[src/sv/swat_pkg.sv]
// shared types and codes for the selective-repeat window tracker
package swat_pkg;

    typedef enum logic [1:0] {
        ACT_SEND = 2'd0,
        ACT_RECV = 2'd1,
        ACT_ACK  = 2'd2,
        ACT_POLL = 2'd3
    } t_action;

    localparam logic [1:0] STAT_OK      = 2'd0;
    localparam logic [1:0] STAT_FULL    = 2'd1;
    localparam logic [1:0] STAT_INVALID = 2'd2;

    localparam logic REG_WINDOW_SIZE = 1'b0;
    localparam logic REG_TIMEOUT     = 1'b1;

    localparam logic [5:0]  MAX_WINDOW    = 6'd32;
    localparam logic [5:0]  RESET_WINDOW  = 6'd8;
    localparam logic [31:0] RESET_TIMEOUT = 32'd1000;

    typedef struct packed {
        t_action     action;
        logic [31:0] seq_in;
        logic        ack_flag;
        logic [31:0] time_now;
    } t_req;

    typedef struct packed {
        logic [1:0]  status;
        logic [31:0] seq_out;
        logic [4:0]  slot;
        logic        retransmit_valid;
        logic        can_send;
        logic [31:0] retransmit_count;
        logic [31:0] duplicate_count;
        logic [31:0] out_of_order_count;
        logic        last;
    } t_res;

    typedef enum logic [3:0] {
        S_IDLE,
        S_MOD,
        S_SEND,
        S_RX,
        S_RX_DRAIN,
        S_RX_SLIDE,
        S_ACK,
        S_P_LOOP,
        S_P_CHK,
        S_P_ADV,
        S_EMIT
    } t_state;

endpackage

[src/sv/sliding_window_arq_tracker.sv]
// selective-repeat arq window tracker: send, receive, ack and timer poll
// A request is taken when start is high and busy is low. An accepted send and
// a poll first run a bit-serial modulo of the sequence by the window size in
// S_MOD; a send then goes through S_SEND and S_EMIT. An out-of-window,
// out-of-order or stale receive goes through S_RX and S_EMIT. An in-order
// receive goes through S_RX, S_RX_DRAIN (once more per drained out-of-order
// mark), S_RX_SLIDE and S_EMIT. An ack goes through S_ACK and S_EMIT. A
// refused send or an ack without its flag goes straight to S_EMIT. After the
// modulo a poll visits S_P_LOOP and S_P_ADV per idle slot, adds S_P_CHK per
// pending slot and S_EMIT per timed-out slot. Each result is on o_res for one
// cycle with o_valid high and cannot be held off; the last one of a request
// has last set. r_mem is a 32-entry memory with one registered read port.
module sliding_window_arq_tracker (
    input  logic            i_clk,
    input  logic            i_rst_n,
    input  logic            start,
    output logic            busy,
    input  swat_pkg::t_req  i_req,
    output logic            o_valid,
    output swat_pkg::t_res  o_res,
    input  logic            i_cfg_we,
    input  logic            i_cfg_idx,
    input  logic [31:0]     i_cfg_data
);

    swat_pkg::t_state r_state, n_state;
    swat_pkg::t_action r_act, n_act;
    logic [31:0] r_seq, n_seq, r_now, n_now;
    logic [5:0]  r_wsize;
    logic [31:0] r_timeout;
    logic [31:0] r_tx_next, n_tx_next, r_tx_base, n_tx_base, r_tx_pend, n_tx_pend;
    logic [31:0] r_rx_next, n_rx_next, r_rx_base, n_rx_base, r_rx_seen, n_rx_seen;
    logic [31:0] r_resend, n_resend, r_dup, n_dup, r_ooo, n_ooo;
    logic [31:0] r_div, n_div;
    logic [4:0]  r_rem, n_rem, r_cnt, n_cnt, r_idx, n_idx;
    logic [5:0]  r_i, n_i;
    logic [1:0]  r_e_status, n_e_status;
    logic [31:0] r_e_seq, n_e_seq;
    logic [4:0]  r_e_slot, n_e_slot;
    logic        r_e_rv, n_e_rv, r_e_last, n_e_last;
    logic        r_valid, n_valid;
    swat_pkg::t_res r_res, n_res;

    logic [31:0] r_mem [32];
    logic [31:0] r_vld;
    logic [31:0] r_mem_q;
    logic        r_vld_q;
    logic        wr_en;
    logic [31:0] wr_data;

    logic [5:0]  win;
    logic        room;
    logic [5:0]  mod_t;
    logic [31:0] diff, off, d, k, stamp;
    logic [5:0]  idx_inc;

    assign win  = (r_wsize == 6'd0) ? 6'd1 :
                  (r_wsize > swat_pkg::MAX_WINDOW) ? swat_pkg::MAX_WINDOW : r_wsize;
    assign room = (r_tx_next - r_tx_base) < {26'd0, win};
    assign mod_t = {r_rem, r_div[31]};
    assign stamp = r_vld_q ? r_mem_q : 32'd0;
    assign idx_inc = {1'b0, r_idx} + 6'd1;

    always_comb begin
        n_state = r_state; n_act = r_act; n_seq = r_seq; n_now = r_now;
        n_tx_next = r_tx_next; n_tx_base = r_tx_base; n_tx_pend = r_tx_pend;
        n_rx_next = r_rx_next; n_rx_base = r_rx_base; n_rx_seen = r_rx_seen;
        n_resend = r_resend; n_dup = r_dup; n_ooo = r_ooo;
        n_div = r_div; n_rem = r_rem; n_cnt = r_cnt; n_idx = r_idx; n_i = r_i;
        n_e_status = r_e_status; n_e_seq = r_e_seq; n_e_slot = r_e_slot;
        n_e_rv = r_e_rv; n_e_last = r_e_last;
        n_valid = 1'b0; n_res = r_res;
        wr_en = 1'b0; wr_data = r_now;
        diff = r_seq - r_tx_base;
        off = r_seq - r_rx_base;
        d = r_rx_next - r_rx_base;
        k = d - {26'd0, win} + 32'd1;
        unique case (r_state)
            swat_pkg::S_IDLE: begin
                if (start) begin
                    n_act = i_req.action; n_seq = i_req.seq_in; n_now = i_req.time_now;
                    n_e_status = swat_pkg::STAT_OK; n_e_seq = 32'd0; n_e_slot = 5'd0;
                    n_e_rv = 1'b0; n_e_last = 1'b1;
                    n_rem = 5'd0; n_cnt = 5'd31;
                    unique case (i_req.action)
                        swat_pkg::ACT_SEND: begin
                            if (room) begin
                                n_div = r_tx_next; n_state = swat_pkg::S_MOD;
                            end else begin
                                n_e_status = swat_pkg::STAT_FULL; n_state = swat_pkg::S_EMIT;
                            end
                        end
                        swat_pkg::ACT_RECV: n_state = swat_pkg::S_RX;
                        swat_pkg::ACT_ACK: begin
                            if (i_req.ack_flag) begin
                                n_state = swat_pkg::S_ACK;
                            end else begin
                                n_e_status = swat_pkg::STAT_INVALID;
                                n_state = swat_pkg::S_EMIT;
                            end
                        end
                        default: begin
                            n_div = r_tx_base; n_state = swat_pkg::S_MOD;
                        end
                    endcase
                end
            end
            swat_pkg::S_MOD: begin
                // restoring division, one quotient bit per cycle
                n_rem = (mod_t >= win) ? 5'(mod_t - win) : mod_t[4:0];
                n_div = {r_div[30:0], 1'b0};
                n_cnt = r_cnt - 5'd1;
                if (r_cnt == 5'd0) begin
                    n_idx = n_rem; n_i = 6'd0;
                    n_state = (r_act == swat_pkg::ACT_SEND) ? swat_pkg::S_SEND
                                                             : swat_pkg::S_P_LOOP;
                end
            end
            swat_pkg::S_SEND: begin
                wr_en = 1'b1;
                diff = r_tx_next - r_tx_base;
                if (diff < 32'd32) n_tx_pend = r_tx_pend | (32'd1 << diff[4:0]);
                n_tx_next = r_tx_next + 32'd1;
                n_e_seq = r_tx_next; n_e_slot = r_idx;
                n_state = swat_pkg::S_EMIT;
            end
            swat_pkg::S_RX: begin
                n_state = swat_pkg::S_EMIT;
                if (r_seq == r_rx_next) begin
                    n_rx_next = r_rx_next + 32'd1;
                    n_state = swat_pkg::S_RX_DRAIN;
                end else if (r_seq > r_rx_next) begin
                    if (off < {26'd0, win}) begin
                        if (!r_rx_seen[off[4:0]]) begin
                            n_ooo = r_ooo + 32'd1;
                            n_rx_seen = r_rx_seen | (32'd1 << off[4:0]);
                        end else begin
                            n_dup = r_dup + 32'd1;
                        end
                        n_e_seq = r_rx_next - 32'd1;
                    end else begin
                        n_e_status = swat_pkg::STAT_INVALID;
                    end
                end else begin
                    n_dup = r_dup + 32'd1;
                    n_e_seq = r_rx_next - 32'd1;
                end
            end
            swat_pkg::S_RX_DRAIN: begin
                if (d < 32'd32 && r_rx_seen[d[4:0]]) begin
                    n_rx_seen = r_rx_seen & ~(32'd1 << d[4:0]);
                    n_rx_next = r_rx_next + 32'd1;
                end else begin
                    n_state = swat_pkg::S_RX_SLIDE;
                end
            end
            swat_pkg::S_RX_SLIDE: begin
                if (d >= {26'd0, win}) begin
                    n_rx_base = r_rx_base + k;
                    n_rx_seen = (k >= 32'd32) ? 32'd0 : (r_rx_seen >> k[4:0]);
                end
                n_e_seq = r_rx_next - 32'd1;
                n_state = swat_pkg::S_EMIT;
            end
            swat_pkg::S_ACK: begin
                if (r_seq >= r_tx_base) begin
                    if (diff >= 32'd31) begin
                        n_tx_pend = 32'd0;
                        n_tx_base = r_tx_base + 32'd32;
                    end else begin
                        n_tx_pend = r_tx_pend >> (diff[4:0] + 5'd1);
                        n_tx_base = r_tx_base + diff + 32'd1;
                    end
                end
                n_state = swat_pkg::S_EMIT;
            end
            swat_pkg::S_P_LOOP: begin
                if (r_i >= win) begin
                    n_e_seq = 32'd0; n_e_slot = 5'd0; n_e_rv = 1'b0; n_e_last = 1'b1;
                    n_state = swat_pkg::S_EMIT;
                end else if (r_tx_pend[r_i[4:0]]) begin
                    n_state = swat_pkg::S_P_CHK;
                end else begin
                    n_state = swat_pkg::S_P_ADV;
                end
            end
            swat_pkg::S_P_CHK: begin
                n_state = swat_pkg::S_P_ADV;
                if ((r_now - stamp) > r_timeout) begin
                    wr_en = 1'b1;
                    n_resend = r_resend + 32'd1;
                    n_e_seq = r_tx_base + {26'd0, r_i};
                    n_e_slot = r_idx; n_e_rv = 1'b1; n_e_last = 1'b0;
                    n_state = swat_pkg::S_EMIT;
                end
            end
            swat_pkg::S_P_ADV: begin
                n_i = r_i + 6'd1;
                n_idx = (idx_inc == win) ? 5'd0 : idx_inc[4:0];
                n_state = swat_pkg::S_P_LOOP;
            end
            swat_pkg::S_EMIT: begin
                n_valid = 1'b1;
                n_res.status = r_e_status;
                n_res.seq_out = r_e_seq;
                n_res.slot = r_e_slot;
                n_res.retransmit_valid = r_e_rv;
                n_res.can_send = room;
                n_res.retransmit_count = r_resend;
                n_res.duplicate_count = r_dup;
                n_res.out_of_order_count = r_ooo;
                n_res.last = r_e_last;
                n_state = r_e_last ? swat_pkg::S_IDLE : swat_pkg::S_P_ADV;
            end
            default: n_state = swat_pkg::S_IDLE;
        endcase
    end

    always_ff @(posedge i_clk) begin
        if (!i_rst_n) begin
            r_state <= swat_pkg::S_IDLE;
            r_wsize <= swat_pkg::RESET_WINDOW;
            r_timeout <= swat_pkg::RESET_TIMEOUT;
            r_tx_next <= '0; r_tx_base <= '0; r_tx_pend <= '0;
            r_rx_next <= '0; r_rx_base <= '0; r_rx_seen <= '0;
            r_resend <= '0; r_dup <= '0; r_ooo <= '0;
            r_valid <= 1'b0;
            r_vld <= '0;
        end else begin
            r_state <= n_state;
            if (i_cfg_we) begin
                if (i_cfg_idx == swat_pkg::REG_WINDOW_SIZE) r_wsize <= i_cfg_data[5:0];
                else r_timeout <= i_cfg_data;
            end
            r_tx_next <= n_tx_next; r_tx_base <= n_tx_base; r_tx_pend <= n_tx_pend;
            r_rx_next <= n_rx_next; r_rx_base <= n_rx_base; r_rx_seen <= n_rx_seen;
            r_resend <= n_resend; r_dup <= n_dup; r_ooo <= n_ooo;
            r_valid <= n_valid;
            if (wr_en) r_vld[r_idx] <= 1'b1;
        end
    end

    always_ff @(posedge i_clk) begin
        r_act <= n_act; r_seq <= n_seq; r_now <= n_now;
        r_div <= n_div; r_rem <= n_rem; r_cnt <= n_cnt; r_idx <= n_idx; r_i <= n_i;
        r_e_status <= n_e_status; r_e_seq <= n_e_seq; r_e_slot <= n_e_slot;
        r_e_rv <= n_e_rv; r_e_last <= n_e_last;
        r_res <= n_res;
    end

    // slot timestamp memory, registered read
    always_ff @(posedge i_clk) begin
        if (wr_en) r_mem[r_idx] <= wr_data;
        r_mem_q <= r_mem[r_idx];
        r_vld_q <= r_vld[r_idx];
    end

    assign busy    = (r_state != swat_pkg::S_IDLE);
    assign o_valid = r_valid;
    assign o_res   = r_res;

    a_rv_not_last: assert property (@(posedge i_clk) disable iff (!i_rst_n)
        o_valid && o_res.retransmit_valid |-> !o_res.last && o_res.status == swat_pkg::STAT_OK)
        else $error("resend result marked last or not ok");
    a_start_busy: assert property (@(posedge i_clk) disable iff (!i_rst_n)
        start && !busy |=> busy)
        else $error("request accepted without going busy");
    a_mid_busy: assert property (@(posedge i_clk) disable iff (!i_rst_n)
        o_valid && !o_res.last |-> busy)
        else $error("poll left before closing result");

endmodule

[config.mk]
export PLATFORM = sky130hd
export DESIGN_NAME = sliding_window_arq_tracker
export DESIGN_NICKNAME = d
export VERILOG_FILES = /design/src/sv/swat_pkg.sv /design/src/sv/sliding_window_arq_tracker.sv
export SDC_FILE = /design/constraint.sdc
export NUM_CORES = 2
export LEC_CHECK = 0
export BUFFER_PORTS_ARGS = -buffer_cell sky130_fd_sc_hd__buf_2
export CAP_MARGIN = 5
export CORE_MARGIN = 2
export CORE_UTILIZATION = 40
export DETAILED_ROUTE_END_ITERATION = 16
export HOLD_SLACK_MARGIN = 0.1
export PLACE_DENSITY = 0.57
export SLEW_MARGIN = 5
export SYNTH_ARGS = -nofsm -noshare
export SYNTH_HDL_FRONTEND = slang
export SYNTH_SLANG_ARGS = --single-unit
[constraint.sdc]
create_clock -name i_clk -period 22.2 [get_ports i_clk]
set_clock_uncertainty 0.2 [all_clocks]
set_input_delay 1.11 -clock i_clk [delete_from_list [all_inputs] [get_ports i_clk]]
set_output_delay 1.11 -clock i_clk [all_outputs]
set_load 0.05 [all_outputs]
After elaboration in Yosys (flattened, before gate mapping)
Memory sizes are Yosys's and may differ from the RTL's. A register that Yosys moved wholly into a read port is not among the register bits.
Cells that the tools add are included.
Widths: inputs -> output; s select.
Storage, ports and cells
  register bits: 662
  bits in writable memories: 1024
  input port bits: 104
  output and inout port bits: 140
  word-level logic and storage cells: 254
  memories: 1
Memories
  r_mem: depth 32, bits a word 32, read ports 1, clocked after Yosys merged registers in 1, wr ports 1, RTL line sliding_window_arq_tracker.sv:44  | logic [31:0] r_mem [32];
Cells by class
  $add $sub $neg: 23
  magnitude comparators: 18
  equal/unequal tests: 34
  shifts and indexed selects: 5
  muxes and demuxes: 90
  bitwise gates (word level): 8
  reduce and logical (&&, ||, !) cells: 38
Operator list (count)
  $mux 32: 25
  $pmux 32 s2: 4
  $add 32x1->32 const B: 7
  $pmux 32 s6: 1
  $sub 32x32->32: 5
  $or 32x32->32: 3
  $pmux 32 s3: 1
  $shl 1x5->32 const A: 3
  $add 32x32->32: 2
  $gt 32x32->1: 2
  $lt 32x6->1: 2
  $lt 32x6->1 const B: 2
  $shr 32x5->32: 2
  $pmux 4 s9: 1
  $mux 5: 7
  $add 32x6->32: 1
  $add 32x6->32 const B: 1
  $and 32x32->32: 1
  $eq 32x32->1: 1
  $ge 32x32->1: 1
  $ge 32x5->1 const B: 1
  $ge 32x6->1: 1
  $ge 32x6->1 const B: 1
  $ne 2x2->1 const B: 16
  other kinds (53): 125

Depth between registers and ports, before layout
  depth in word-level cells: 9
  depth in mapped cells: 35

Worst setup path before layout
OpenSTA, ideal clock, no wires.
  path kind: reg-to-reg
  start: register r_now[1]
  end: register r_e_seq[0], enable pin
  library setup time: 468 ps
  arrival time: 7771 ps
  required time: 21532 ps
  setup slack: 13761 ps
  cell stages (with the launch flop): 26
  buffers on the path: 0
  clock period less this slack: 8439 ps
  cells stage by stage: edfxtp_1 ha_1 nor2b_1 o21a_1 o21ai_0 a21oi_1 a211oi_1 a21oi_1 a211o_1 o31a_1 a41oi_1 a211oi_1 a41o_1 o41ai_1 o21bai_1 a21oi_1 xnor2_1 ha_1 nand3_1 nor3_1 inv_1 nor3_1 nand2_1 a32oi_1 o21ai_0 nor3b_1
On the way
  word-level cells in the longest chain between the ends: 4
RTL lines
  start, declared: RTL line sliding_window_arq_tracker.sv:28  | logic [31:0] r_seq, n_seq, r_now, n_now;
  start signal, assigned: RTL line sliding_window_arq_tracker.sv:244  | r_act <= n_act; r_seq <= n_seq; r_now <= n_now;
  $sub 32x32->32: RTL line sliding_window_arq_tracker.sv:189  | if ((r_now - stamp) > r_timeout) begin
  $gt 32x32->1: RTL line sliding_window_arq_tracker.sv:189
  $ne 2x2->1 (no source line)
  $reduce_and 6->1 (no source line)
  end signal, assigned: RTL line sliding_window_arq_tracker.sv:246  | r_e_status <= n_e_status; r_e_seq <= n_e_seq; r_e_slot <= n_e_slot;
  end, declared: RTL line sliding_window_arq_tracker.sv:38  | logic [31:0] r_e_seq, n_e_seq;
Every way passes these cells.
A chain may end at the register's enable or synchronous reset.

Final worst setup path
  start: register r_vld_q
  end: memory r_mem[22][30], enable pin
On the way
  word-level cells in the longest chain between the ends: 7
RTL lines
  start, declared: RTL line sliding_window_arq_tracker.sv:47  | logic r_vld_q;
  start signal, assigned: RTL line sliding_window_arq_tracker.sv:255  | r_vld_q <= r_vld[r_idx];
  $mux 32: RTL line sliding_window_arq_tracker.sv:61  | assign stamp = r_vld_q ? r_mem_q : 32'd0;
  $sub 32x32->32: RTL line sliding_window_arq_tracker.sv:189
  $gt 32x32->1: RTL line sliding_window_arq_tracker.sv:189
  $mux 1: RTL line sliding_window_arq_tracker.sv:189
  $pmux 1 s2: RTL line sliding_window_arq_tracker.sv:78  | unique case (r_state)
  $mux 1: RTL line sliding_window_arq_tracker.sv:253  | if (wr_en) r_mem[r_idx] <= wr_data;
  $mux 1 (implied by the code): RTL line sliding_window_arq_tracker.sv:253
  end, declared: RTL line sliding_window_arq_tracker.sv:44
Every way passes these cells.

==> results by group <==
Place
  – RePlAce Congestion: ~0.89
  – IO buf count: 243
  – Detailed Place HPWL: 178000 um

Worst setup path
  – Flop2flop setup slack: approximately 12000 ps
  – CP peak stage delay: a little over 800 ps
  – Worst Path Max Fanout: 32
  – WS Path Type: reg -> reg
  – Worst EP required: between 20000 and 25000 ps
  – Worst Path Arrival: a little over 10000 ps
  – Top cell by count, worst path: nand2_1
  – CP delay by family, top: compound AO/OA/AOI/OAI gates
  – Crit path launch type: flip-flop
  – Buf+Inv Stages, Crit Path: 2
  – Crit. End Element: flip-flop
  – Slowest CP cell: nor2_4

Floorplan
  – Starting density of the core: 40.3%
  – Height of the chip: between 400 and 500 um
  – Die area: ~0.22 mm2
  – Num rows: between 150 and 200
  – Ports: roughly 240
  – Die X: around 470 um
  – Core Footprint: ~0.22 mm2

Timing
  – Fin crit share: 44.9%
  – Slew HR: 14.1%
  – Final Setup Violations: 0
  – Post-Route Setup TNS: 0 ps
  – Worst-Margin Slew: roughly 1300 ps
  – Final Hold Viols: 0
  – Fin. max-slew vios: 0
  – RSZ-0062 raised after global routing: false
  – Fmax: ~100 MHz
  – Period minus WS final: between 9000 and 10000 ps

GRT
  – Pin count of the biggest net entering global routing: between 100 and 150
  – Met3 usage: under 10%
  – Grt met1 use: 29.5%
  – Global-route usage over all layers: 22.6%
  – Gr ovfl total: 0
  – Met2 GRT Util: around two fifths
  – Gr busiest metal: met2
  – Vias in the first global route: 58505
  – Number of antenna violations at the first check in global routing: 3
  – First-pass GRT wire length: about 380000 um

Route
  – Final WL: 255000 um
  – DRC Markers: 0
  – Via count: 60124
  – Iter 0 DRT Violations: around 5600
  – Via density: between 5 and 6
  – ANT nets after route: 0
  – Detailed Routing Iterations Pass 1: 6
  – Drt wl/cell: between 20 and 25 um

Flow run
  – Max Cap Viol: 0

Clock network
  – CTS tree: done
  – Resized Gates After CTS: 0
  – Max Root-Sink Buffers: 3
  – Reg clk slew, reported paths: about 60 ps
  – Clk_lat worst skew: a little under 900 ps
  – H-tree depth reported by CTS: 4
  – Post-CTS Setup Repair Bufs: 0
  – CTS Hold Bufs: 0
  – Cts bufs inserted: ~180
  – Clock Root Buffer: clkbuf_16
  – Sinks on Clock Net: roughly 1700

Layout
  – Share of cells above drive strength 1: roughly 15%
  – P&R area growth vs syn: 12.8%
  – Layout net count: a little under 8000
  – Max reg flops: around 1000
  – Top reg by flops: r_mem
  – Filler cells: 19349
  – Inserted Diodes: 0

Yosys
  – YS warnings: 0
  – Avg Inst Size Synth: ~12 um2
  – Synth area leaders: edfxtp_1 (46%), dfxtp_1 (9.1%), mux4_2 (8.3%)
  – Synth Flop Type: edfxtp_1
  – Sequential area share after synthesis: 54.9%
  – Post-synth EDFFs: 1322
  – Synth unique cells: 96
  – Synth top area share: approximately 46%
  – Largest area contributor in the netlist: edfxtp_1
  – Synth Register Bits: ~1700
  – Ys async rst share: 0%
  – Cell area after synthesis: between 0.08 and 0.09 mm2
  – Syn Inst Count: 7190
  – Syn nets: just under 8000

Hold path
  – Worst Hold Class: reg -> reg

Run status
  – Status: completed
final timing paths:
kind               startpoint            end  cells after the start
setup / recovery      r_vld_q  r_mem[22][30]                     29
hold / removal    r_e_seq[16]     o_res[120]                      0
setup reg to reg      r_vld_q  r_mem[22][30]                     29
hold reg to reg   r_e_seq[16]     o_res[120]                      0
final cells by class:
type / instances / area (um2) / share of cell area (%)
clock buffers: 236 / 4910 / 5.02
clock inverters: 111 / 1400 / 1.43
inverters: 292 / 1110 / 1.13
multi-input cells: 4844 / 37100 / 37.9
flip-flops and latches: 1718 / 47600 / 48.7
well taps: 2838 / 3550 / 3.63
repair buffers: 365 / 2160 / 2.21
synth_stat cells (15+ instances only):
master	instances
edfxtp_1	1322
nor2_1	622
nand2_1	563
a21oi_1	413
dfxtp_1	396
ha_1	375
mux4_2	321
inv_1	286
clkbuf_1	280
o21ai_0	280
xnor2_1	230
nand3_1	158
nor3_1	157
a22oi_1	146
a21o_1	135
xor2_1	134
mux2i_1	128
nand4_1	113
and3_1	81
nand2b_1	77
or3_1	71
nor2b_1	60
a211oi_1	58
o221ai_1	57
a31oi_1	54
nor4_1	52
buf_1	50
o21a_1	49
o211ai_1	44
and2_1	42
or2_2	31
o21bai_1	29
o22ai_1	23
o31ai_1	22
o21ai_1	19
mux2_2	18
or4_1	17
a211o_1	16
and4_1	15
o41ai_1	15
kinds of logic (layout without fill, tap and decap cells):
family,Yosys count,after routing,share of synthesized area [%]
AOI/OAI and AO/OA,1515,1515,11.4
xor gates and xnor gates,364,364,3.67
adders and majority gates,387,387,5.69
buffers and inverters,628,1004,2.73
DFF,1718,1718,54.9
muxes,467,467,10.0
and+or+nand+nor,2111,2111,11.6
placed cells by master, fill, tap and decap left out, drive strengths merged, types with 32 or more instances in the layout:
cell type / count
a211oi: 63
a21o: 135
a21oi: 413
a22oi: 146
a31oi: 55
and2: 42
and3: 81
buf: 365
clkbuf: 236
clkinv: 78
dfxtp: 396
edfxtp: 1322
ha: 375
inv: 297
mux2i: 128
mux4: 321
nand2: 563
nand2b: 77
nand3: 158
nand4: 113
nor2: 622
nor2b: 60
nor3: 158
nor4: 52
o211ai: 44
o21a: 49
o21ai: 301
o221ai: 57
or2: 32
or3: 71
xnor2: 230
xor2: 134
per-stage QoR:
stage	hold WS [ps]	utilization, %	setup WS (ps)	cells	area, um2
floorplan	200	-	13760	7190	86800
global placement	203	42.6	12460	10057	91600
detailed placement	205	42.6	12260	10057	91600
CTS	153	45.5	12260	10404	97900
global route	162	45.5	11380	10404	97900
finish	213	45.5	12240	10404	97900
metal layers:
| layer | wire, um | share of wire (%) |
|---|---|---|
| met1 | 107000 | 42 |
| met2 | 126000 | 49 |
| met3 | 13800 | 5.4 |
| met4 | 8770 | 3.4 |
| met5 | 27 | 0.011 |
Power is left out: the tool's default activity adds up to more than one toggle a clock period on the data nets, which glitch-free logic cannot reach.
